<file path="config.mk">
export PLATFORM = sky130hd
export DESIGN_NAME = bitmap_page_allocator_unit
export DESIGN_NICKNAME = d
export VERILOG_FILES = /design/src/sv/bpa_pkg.sv /design/src/sv/bpa_find_first.sv /design/src/sv/bitmap_page_allocator_unit.sv
export SDC_FILE = /design/constraint.sdc
export NUM_CORES = 2
export LEC_CHECK = 0
export ABC_AREA = 1
export BUFFER_PORTS_ARGS = -buffer_cell sky130_fd_sc_hd__buf_4
export CORE_ASPECT_RATIO = 0.9
export CORE_MARGIN = 2
export CORE_UTILIZATION = 55
export CTS_BUF_LIST = sky130_fd_sc_hd__clkbuf_4 sky130_fd_sc_hd__clkbuf_8 sky130_fd_sc_hd__clkbuf_16
export CTS_CLUSTER_SIZE = 28
export DETAILED_ROUTE_END_ITERATION = 8
export PLACE_DENSITY = 0.74
export SKIP_LAST_GASP = 1
export SYNTH_ARGS = -nofsm -noshare
export SYNTH_HDL_FRONTEND = slang
export SYNTH_SLANG_ARGS = --single-unit
export TNS_END_PERCENT = 5
</file>
<file path="constraint.sdc">
create_clock -name clk -period 11.34 [get_ports clk]
set_clock_uncertainty 0.1 [all_clocks]
set_input_delay 1.701 -clock clk [delete_from_list [all_inputs] [get_ports clk]]
set_output_delay 1.701 -clock clk [all_outputs]
set_load 0.005 [all_outputs]
</file>
<file path="src/sv/bpa_pkg.sv">
// Shared constants for the bitmap page allocator: defaults, field widths,
// operation, status and register codes, and the used-map word geometry.
// No dependencies.
`default_nettype none

package bpa_pkg;

	localparam int MAX_PAGES_DEF = 4096;
	localparam int PAGE_SIZE_DEF = 4096;
	localparam int ADDR_BITS_DEF = 48;

	localparam int OP_W       = 2;
	localparam int STATUS_W   = 2;
	localparam int MEMB_W     = 25;
	localparam int CFG_DATA_W = 48;
	localparam int CFG_IDX_W  = 1;

	localparam int WORD_W   = 64;
	localparam int WORD_LOG = $clog2(WORD_W);

	localparam int MAP_ROUND     = 7;
	localparam int BYTE_BITS_LOG = 3;

	localparam logic [OP_W-1:0] OP_INIT  = 2'd0;
	localparam logic [OP_W-1:0] OP_ALLOC = 2'd1;
	localparam logic [OP_W-1:0] OP_FREE  = 2'd2;

	localparam logic [STATUS_W-1:0] ST_DONE    = 2'd0;
	localparam logic [STATUS_W-1:0] ST_OOM     = 2'd1;
	localparam logic [STATUS_W-1:0] ST_IGNORED = 2'd2;

	localparam logic [CFG_IDX_W-1:0] REG_MEMORY_BYTES = 1'd0;
	localparam logic [CFG_IDX_W-1:0] REG_BASE_ADDRESS = 1'd1;

endpackage

`default_nettype wire

</file>
<file path="src/sv/bpa_find_first.sv">
// Priority encoder that returns the lowest set bit of a vector.
// Used for the word-full flags and for the bits of one used-map word.
// No dependencies.
`default_nettype none

module bpa_find_first #(
	parameter int W = 64
) (
	input  wire logic [W-1:0]                       vec,
	output logic                                    found,
	output logic [((W > 1) ? $clog2(W) : 1)-1:0]    idx
);

	localparam int IW = (W > 1) ? $clog2(W) : 1;

	always_comb begin
		found = |vec;
		idx   = '0;
		for (int i = W - 1; i >= 0; i--) begin
			if (vec[i]) begin
				idx = IW'(i);
			end
		end
	end

endmodule

`default_nettype wire

</file>
<file path="src/sv/bitmap_page_allocator_unit.sv">
// Bitmap page allocator, top level: item handshake, configuration registers,
// used-map memory, init sweep and allocate/free sequencer.
// Depends on bpa_pkg and bpa_find_first.
// Items pass a decode state; an allocate that finds a page and a free that passes the address
// checks then read and modify a map word. Init writes the NWORDS map words (MAX_PAGES / 64
// rounded up), one 64-bit word per cycle through the single memory write port. Each item ends
// in a finish state that waits for a free output register; a new item is accepted only after it.
// Reset clears the counts, base, registers and handshake state; the map is undefined until the
// first init, and no clearing pass runs after reset. PAGE_SIZE must be a power of two, not checked.
`default_nettype none

module bitmap_page_allocator_unit #(
	parameter int MAX_PAGES = bpa_pkg::MAX_PAGES_DEF,
	parameter int PAGE_SIZE = bpa_pkg::PAGE_SIZE_DEF,
	parameter int ADDR_BITS = bpa_pkg::ADDR_BITS_DEF
) (
	input  wire logic                              clk,
	input  wire logic                              arst_n,
	input  wire logic                              cfg_wr_en,
	input  wire logic [bpa_pkg::CFG_IDX_W-1:0]     cfg_wr_index,
	input  wire logic [bpa_pkg::CFG_DATA_W-1:0]    cfg_wr_data,
	input  wire logic                              in_valid,
	output logic                                   in_ready,
	input  wire logic [bpa_pkg::OP_W-1:0]          opcode,
	input  wire logic [ADDR_BITS-1:0]              page_address,
	output logic                                   out_valid,
	input  wire logic                              out_ready,
	output logic [bpa_pkg::STATUS_W-1:0]           status,
	output logic [ADDR_BITS-1:0]                   alloc_address,
	output logic [$clog2(MAX_PAGES + 1)-1:0]       pages_free,
	output logic [$clog2(MAX_PAGES + 1)-1:0]       pages_total
);

	localparam int WORD_W    = bpa_pkg::WORD_W;
	localparam int WORD_LOG  = bpa_pkg::WORD_LOG;
	localparam int CNT_W     = $clog2(MAX_PAGES + 1);
	localparam int NWORDS    = (MAX_PAGES + WORD_W - 1) / WORD_W;
	localparam int WIDX_W    = (NWORDS > 1) ? $clog2(NWORDS) : 1;
	localparam int IDX_EXT_W = WIDX_W + WORD_LOG;
	localparam int XW        = IDX_EXT_W + 1;
	localparam int PS_LOG    = $clog2(PAGE_SIZE);
	localparam int MEMB_W    = bpa_pkg::MEMB_W;
	localparam int SUM_W     = CNT_W + PS_LOG + 1;
	localparam int CMP_W     = (ADDR_BITS > CNT_W) ? ADDR_BITS : CNT_W;

	localparam logic [2:0] S_IDLE = 3'd0;
	localparam logic [2:0] S_DEC  = 3'd1;
	localparam logic [2:0] S_INIT = 3'd2;
	localparam logic [2:0] S_READ = 3'd3;
	localparam logic [2:0] S_MOD  = 3'd4;
	localparam logic [2:0] S_FIN  = 3'd5;

	logic [2:0]                      state_q;
	logic [MEMB_W-1:0]               mem_bytes_q;
	logic [bpa_pkg::CFG_DATA_W-1:0]  base_cfg_q;
	logic [ADDR_BITS-1:0]            base_q;
	logic [CNT_W-1:0]                total_q;
	logic [CNT_W-1:0]                free_q;
	logic [CNT_W-1:0]                map_q;
	logic [NWORDS-1:0]               full_q;
	logic [WIDX_W-1:0]               wcnt_q;
	logic [bpa_pkg::OP_W-1:0]        op_q;
	logic [ADDR_BITS-1:0]            addr_q;
	logic [IDX_EXT_W-1:0]            pg_q;
	logic [bpa_pkg::STATUS_W-1:0]    st_q;
	logic                            out_valid_q;
	logic [bpa_pkg::STATUS_W-1:0]    status_q;
	logic [ADDR_BITS-1:0]            alloc_address_q;
	logic [CNT_W-1:0]                pages_free_q;
	logic [CNT_W-1:0]                pages_total_q;

	logic [WORD_W-1:0]               mem [NWORDS];
	logic [WORD_W-1:0]               rdata_q;
	logic                            mem_we;
	logic [WIDX_W-1:0]               mem_waddr;
	logic [WORD_W-1:0]               mem_wdata;

	logic                            flag_found;
	logic [WIDX_W-1:0]               flag_idx;
	logic                            bit_found;
	logic [WORD_LOG-1:0]             bit_idx;

	logic [MEMB_W-1:0]               pages_raw;
	logic [CNT_W-1:0]                pages_sat;
	logic [CNT_W:0]                  map_bytes;
	logic [SUM_W-1:0]                map_sum;
	logic [SUM_W-1:0]                map_pg;
	logic [CNT_W-1:0]                map_pages;
	logic [ADDR_BITS-1:0]            free_off;
	logic [ADDR_BITS-1:0]            free_pidx;
	logic                            free_bad;
	logic [XW-1:0]                   sweep_base;
	logic [WORD_W-1:0]               sweep_word;
	logic [WORD_W-1:0]               bit_onehot;
	logic [WORD_W-1:0]               alloc_word;
	logic                            fin_go;

	function automatic logic [WORD_W-1:0] below_mask(logic [XW-1:0] wbase,
							 logic [XW-1:0] limit);
		logic [WORD_W-1:0] m;
		m = '0;
		for (int b = 0; b < WORD_W; b++) begin
			m[b] = (wbase + XW'(b)) < limit;
		end
		return m;
	endfunction

	bpa_find_first #(.W(NWORDS)) u_flag_ff (
		.vec   (~full_q),
		.found (flag_found),
		.idx   (flag_idx)
	);

	bpa_find_first #(.W(WORD_W)) u_bit_ff (
		.vec   (~rdata_q),
		.found (bit_found),
		.idx   (bit_idx)
	);

	always_comb begin
		pages_raw = mem_bytes_q >> PS_LOG;
		if (pages_raw > MEMB_W'(MAX_PAGES)) begin
			pages_sat = CNT_W'(MAX_PAGES);
		end else begin
			pages_sat = CNT_W'(pages_raw);
		end
		map_bytes = ({1'b0, pages_sat} + (CNT_W + 1)'(bpa_pkg::MAP_ROUND))
			>> bpa_pkg::BYTE_BITS_LOG;
		map_sum = SUM_W'(map_bytes) + SUM_W'(PAGE_SIZE - 1);
		map_pg  = map_sum >> PS_LOG;
		if (map_pg > SUM_W'(pages_sat)) begin
			map_pages = pages_sat;
		end else begin
			map_pages = CNT_W'(map_pg);
		end

		free_off  = addr_q - base_q;
		free_pidx = free_off >> PS_LOG;
		free_bad  = (addr_q == '0) || (addr_q < base_q)
			|| !(CMP_W'(free_pidx) < CMP_W'(total_q));

		sweep_base = XW'({wcnt_q, {WORD_LOG{1'b0}}});
		sweep_word = below_mask(sweep_base, XW'(map_q))
			| ~below_mask(sweep_base, XW'(total_q));

		if (op_q == bpa_pkg::OP_ALLOC) begin
			bit_onehot = WORD_W'(1) << bit_idx;
		end else begin
			bit_onehot = WORD_W'(1) << pg_q[WORD_LOG-1:0];
		end
		alloc_word = rdata_q | bit_onehot;

		mem_we    = 1'b0;
		mem_waddr = pg_q[IDX_EXT_W-1:WORD_LOG];
		mem_wdata = alloc_word;
		if (state_q == S_INIT) begin
			mem_we    = 1'b1;
			mem_waddr = wcnt_q;
			mem_wdata = sweep_word;
		end else if (state_q == S_MOD) begin
			if (op_q == bpa_pkg::OP_ALLOC) begin
				mem_we = 1'b1;
			end else if ((rdata_q & bit_onehot) != '0) begin
				mem_we    = 1'b1;
				mem_wdata = rdata_q & ~bit_onehot;
			end
		end

		fin_go = (state_q == S_FIN) && (!out_valid_q || out_ready);
	end

	always_ff @(posedge clk) begin
		if (mem_we) begin
			mem[mem_waddr] <= mem_wdata;
		end
		if (state_q == S_READ) begin
			rdata_q <= mem[pg_q[IDX_EXT_W-1:WORD_LOG]];
		end
	end

	always_ff @(posedge clk or negedge arst_n) begin
		if (!arst_n) begin
			state_q     <= S_IDLE;
			mem_bytes_q <= '0;
			base_cfg_q  <= '0;
			base_q      <= '0;
			total_q     <= '0;
			free_q      <= '0;
			map_q       <= '0;
			full_q      <= '1;
			wcnt_q      <= '0;
			out_valid_q <= 1'b0;
		end else begin
			if (cfg_wr_en) begin
				unique case (cfg_wr_index)
					bpa_pkg::REG_MEMORY_BYTES: mem_bytes_q <= cfg_wr_data[MEMB_W-1:0];
					bpa_pkg::REG_BASE_ADDRESS: base_cfg_q  <= cfg_wr_data;
					default: ;
				endcase
			end
			if (fin_go) begin
				out_valid_q <= 1'b1;
			end else if (out_valid_q && out_ready) begin
				out_valid_q <= 1'b0;
			end
			unique case (state_q)
				S_IDLE: begin
					if (in_valid) begin
						state_q <= S_DEC;
					end
				end
				S_DEC: begin
					if (op_q == bpa_pkg::OP_INIT) begin
						total_q <= pages_sat;
						map_q   <= map_pages;
						free_q  <= pages_sat - map_pages;
						base_q  <= ADDR_BITS'(base_cfg_q);
						wcnt_q  <= '0;
						state_q <= S_INIT;
					end else if (op_q == bpa_pkg::OP_ALLOC) begin
						state_q <= flag_found ? S_READ : S_FIN;
					end else if (op_q == bpa_pkg::OP_FREE) begin
						state_q <= free_bad ? S_FIN : S_READ;
					end else begin
						state_q <= S_FIN;
					end
				end
				S_INIT: begin
					full_q[wcnt_q] <= &sweep_word;
					if (wcnt_q == WIDX_W'(NWORDS - 1)) begin
						state_q <= S_FIN;
					end else begin
						wcnt_q <= wcnt_q + WIDX_W'(1);
					end
				end
				S_READ: begin
					state_q <= S_MOD;
				end
				S_MOD: begin
					if (op_q == bpa_pkg::OP_ALLOC) begin
						full_q[pg_q[IDX_EXT_W-1:WORD_LOG]] <= &alloc_word;
						if (free_q != '0) begin
							free_q <= free_q - CNT_W'(1);
						end
					end else if ((rdata_q & bit_onehot) != '0) begin
						full_q[pg_q[IDX_EXT_W-1:WORD_LOG]] <= 1'b0;
						free_q <= free_q + CNT_W'(1);
					end
					state_q <= S_FIN;
				end
				S_FIN: begin
					if (fin_go) begin
						state_q <= S_IDLE;
					end
				end
				default: state_q <= S_IDLE;
			endcase
		end
	end

	always_ff @(posedge clk) begin
		if (in_valid && in_ready) begin
			op_q   <= opcode;
			addr_q <= page_address;
		end
		if (state_q == S_DEC) begin
			if (op_q == bpa_pkg::OP_INIT) begin
				st_q <= bpa_pkg::ST_DONE;
			end else if (op_q == bpa_pkg::OP_ALLOC) begin
				pg_q <= {flag_idx, {WORD_LOG{1'b0}}};
				st_q <= flag_found ? bpa_pkg::ST_DONE : bpa_pkg::ST_OOM;
			end else if (op_q == bpa_pkg::OP_FREE) begin
				pg_q <= IDX_EXT_W'(free_pidx);
				st_q <= free_bad ? bpa_pkg::ST_IGNORED : bpa_pkg::ST_DONE;
			end else begin
				st_q <= bpa_pkg::ST_IGNORED;
			end
		end
		if (state_q == S_MOD) begin
			if (op_q == bpa_pkg::OP_ALLOC) begin
				pg_q[WORD_LOG-1:0] <= bit_idx;
			end else if ((rdata_q & bit_onehot) == '0) begin
				st_q <= bpa_pkg::ST_IGNORED;
			end
		end
		if (fin_go) begin
			status_q      <= st_q;
			pages_free_q  <= free_q;
			pages_total_q <= total_q;
			if ((op_q == bpa_pkg::OP_ALLOC) && (st_q == bpa_pkg::ST_DONE)) begin
				alloc_address_q <= base_q + (ADDR_BITS'(pg_q) << PS_LOG);
			end else begin
				alloc_address_q <= '0;
			end
		end
	end

	assign in_ready      = (state_q == S_IDLE);
	assign out_valid     = out_valid_q;
	assign status        = status_q;
	assign alloc_address = alloc_address_q;
	assign pages_free    = pages_free_q;
	assign pages_total   = pages_total_q;

	a_free_le_total: assert property (@(posedge clk) disable iff (!arst_n)
		free_q <= total_q)
		else $error("free page count exceeds total page count");

	a_alloc_bit_free: assert property (@(posedge clk) disable iff (!arst_n)
		(state_q == S_MOD) && (op_q == bpa_pkg::OP_ALLOC) |-> bit_found)
		else $error("allocation read a word that has no free page");

	a_accept_to_dec: assert property (@(posedge clk) disable iff (!arst_n)
		in_valid && in_ready |=> (state_q == S_DEC))
		else $error("accepted item did not enter decode");

	a_result_from_fin: assert property (@(posedge clk) disable iff (!arst_n)
		$rose(out_valid_q) |-> $past(state_q == S_FIN))
		else $error("result raised outside the finish state");

endmodule

`default_nettype wire

</file>
==> summary.txt <==
Run status
  – Outcome: finished, violations left
  – Failing checks: max-capacitance violations, max-slew violations

Yosys
  – Seq cells post-synth: 4,522
  – Mean area per synthesized cell: 14.18 µm²
  – Top_reg_cell synth: edfxtp_1
  – Asr flop ratio synth: 4.909%
  – Seq/Total Area, Yosys: 75.64%
  – Synth Warn #: 0
  – Number of flops mapped to enable cells by yosys: 4,292
  – Cell variety after synth: 67
  – Net Count, Synth: 12.76k
  – Mapped Cells: 12.55k
  – Syn Std Cell Area: 0.1781 mm²

Routing
  – DR vias/cell: 6.847
  – Post-DR wirelength/cell: 34.28 µm
  – Residual DRC: 0
  – Routed via count: 119.9k
  – First-pass detailed-route iteration total: 8
  – Starting DRC count in detailed routing: 20.98k
  – Routed Antenna Nets: 0
  – Post-detailed-routing wire length: 600,300 µm

Clocking
  – TritonCTS Buffers: 421
  – CTS clock-pin slew for the worst setup and hold paths: 0.07 ns
  – Count of clock tree sinks: 4,522
  – CTS root buf: clkbuf_16
  – Htree depth: 5
  – Clk_lat worst skew: 1.01 ns
  – CTS tree: built
  – Post-CTS Hold Buffers: 0
  – CTS Buffer Depth: 4
  – Post-CTS sizing: 0
  – Postcts setup bufs: 0

Cells and area
  – Area Overhead vs Synth: 13.02%
  – FF+latch area: 0.1347 mm²
  – Area of the multi-input gates: 0.04012 mm²
  – Finished Cell Area: 0.2012 mm²
  – Fillcell total: 22.65k
  – Share of cells above drive strength 1: 12.23%
  – Final #Nets: 13.06k

Global routing
  – Largest net degree at the start of global routing: 147
  – Initial antenna violation count: 27
  – Vias in the first global route: 112.9k
  – Grt total ovfl: 0
  – Global-route wire length before repair: 838,300 µm
  – GRT Util Overall: 36.01%

STA
  – Crit share post-route: 87.57%
  – Slew headroom: -6.030%
  – Setup TNS: 0 ns
  – RSZ-0062 raised after global routing: no
  – Fmax: 100.7 MHz
  – Slew Limit Fails: 4
  – Endpoints failing setup: 0
  – Measured slew at the worst slew-check pin: 1.578 ns
  – Min cycle time layout: 9.931 ns
  – WHS: 0.3571 ns
  – Final hold vios: 0

Critical path
  – CP bufs+invs: 1
  – CP Launch Type: flip-flop
  – Critical Path End Type: flip-flop
  – Most common cell on crit path: nand2_1
  – Delay-heaviest family, CP: simple AND/OR/NAND/NOR gates
  – Worst endpoint required time: 11.86 ns
  – Crit Path Class: reg -> reg
  – Slowest Stage Delay on Critical Path: 1.13 ns
  – Crit path max fanout: 26
  – Arrival time worst endpoint: 10.46 ns
  – Slowest cell on crit path: nor2_4

Place
  – Placer congestion estimate: 1.052
  – Post-DP HPWL: 344,700 µm
  – Input/output buffers: 181
  – Placed cell area: 0.1874 mm²

Floorplanning
  – Die Width: 603.8 µm
  – DIE AREA: 0.3283 mm²
  – Num rows: 198
  – Core area: 0.3228 mm²
  – Initial core utilization: 55.16%
  – I/O pin cnt: 182
  – Die H: 543.8 µm

Power and ir drop
  – Leak: 67.61 nW
  – Pwr dens: 231.3 mW/mm²
  – Peak VDD IR: 0.1825 mV

Hold path
  – Hold Path Class: reg -> reg

Job
  – Max-Cap Viols: 1
-- power breakdown --
| group | total, mW | internal, mW | leakage (nW) | switching (mW) |
|---|---|---|---|---|
| clock network | 14.1 | 7.87 | 6.75 | 6.22 |
| logic | 11.4 | 2.66 | 19.5 | 8.75 |
| registers | 21.0 | 20.7 | 41.4 | 0.377 |
| total | 46.5 | 31.2 | 67.6 | 15.3 |
-- cells by family (layout without fill, tap and decap cells) --
family	after synthesis	in the layout	synth area share (%)
compound gates	2496	2496	10.50
xor+xnor	36	36	0.1771
fa+ha+maj	104	104	0.7392
buf+inv	1216	1853	2.650
flops	4522	4522	75.64
mux	35	35	0.2213
other cells	0	21	0
simple gates	4145	4145	10.07
-- area by class of cell --
cell class / count / area share [%]
diodes: 21 / 0.02611
clock buffers: 514 / 5.632
clock inverters: 248 / 1.148
inverters: 532 / 0.9942
multi-input cells: 6816 / 19.94
flip-flops and latches: 4522 / 66.92
well taps: 4300 / 2.673
repair buffers: 559 / 2.667
-- synthesized netlist by cell type (all sizes together) (16+ instances only) --
cell type / count / area share, %
mux2: 35 / 0.22
o211ai: 35 / 0.15
clkbuf: 511 / 1.1
a22oi: 589 / 2.5
inv: 523 / 1.1
o22ai: 23 / 0.081
nor4: 32 / 0.11
a31oi: 38 / 0.13
xor2: 26 / 0.13
a22o: 438 / 2.2
dfstp: 64 / 0.94
nor2: 581 / 1.3
nor3: 129 / 0.37
a211oi: 16 / 0.067
nand3: 221 / 0.67
a221oi: 568 / 2.8
ha: 102 / 0.72
o21bai: 76 / 0.45
o21ai: 396 / 1.1
nand4: 550 / 1.9
dfrtp: 158 / 2.2
buf: 173 / 0.45
a21oi: 238 / 0.67
nand3b: 64 / 0.27
a2111o: 18 / 0.11
nand2: 2553 / 5.4
edfxtp: 4292 / 72
-- final timing paths --
check	startpoint	to	slack [ns]	cells after the start
hold reg to reg	total_q[11]	pages_total[11]	0.36	0
min in group asynchronous	arst_n	base_cfg_q[5]	0.59	1
max in group asynchronous	arst_n	base_cfg_q[44]	9.15	2
setup reg to reg	rdata_q[61]	mem[18][58]	1.41	75
setup / recovery	rdata_q[61]	mem[18][58]	1.41	75
hold / removal	total_q[11]	pages_total[11]	0.36	0
-- cells in the final DEF (no fill, tap or decap), types with 64 or more instances in the layout --
| master | instances |
|---|---|
| a21oi_1 | 236 |
| nor3_1 | 107 |
| nand3b_1 | 64 |
| clkinv_2 | 66 |
| nand2_1 | 2544 |
| edfxtp_1 | 4292 |
| clkbuf_16 | 426 |
| nor2_4 | 78 |
| a22oi_1 | 589 |
| buf_4 | 465 |
| clkbuf_4 | 86 |
| nor2_1 | 493 |
| dfrtp_1 | 158 |
| a221oi_1 | 561 |
| nand3_1 | 207 |
| a22o_1 | 438 |
| clkinv_1 | 104 |
| nand4_1 | 549 |
| buf_12 | 93 |
| o21ai_0 | 324 |
| inv_1 | 517 |
| ha_1 | 102 |
| dfstp_2 | 64 |
-- state kept, by name, indices dropped and copies added, names as in the netlist --
register,count
map_q,13
rdata_q,64
free_q,13
mem_bytes_q,13
alloc_address,48
total_q,13
full_q,64
addr_q,48
base_cfg_q,48
st_q,2
pages_total,13
base_q,48
mem,4096
wcnt_q,6
op_q,2
state_q,3
pg_q,12
out_valid,1
pages_free,13
status,2
-- metal layers --
| layer | part of all wire, % | wire, µm | track usage (%) | vias to the layer above |
|---|---|---|---|---|
| li1 | - | - | - | 48620 |
| met1 | 37 | 219300 | 51.24 | 59410 |
| met2 | 43 | 261000 | 52.79 | 10320 |
| met3 | 15 | 89760 | 9.080 | 1529 |
| met4 | 5.0 | 30050 | 16.13 | 22 |
| met5 | 0.023 | 137 | 0 | - |
-- per-stage QoR --
| stage | worst slack (ns) | total power [mW] | std cells | util [%] |
|---|---|---|---|---|
| after global placement | 1.283 | 32.03 | 16720 | 58.05 |
| after floorplan | 3.339 | 27.30 | 12550 | - |
| after detailed placement | 1.894 | 32.27 | 16720 | 58.06 |
| final | 1.409 | 46.54 | 17510 | 62.34 |
| after CTS | 1.820 | 46.09 | 17480 | 62.28 |
| after global routing | 0.9728 | 47.67 | 17490 | 62.33 |
No activity file was read; power rests on OpenSTA's default activity.
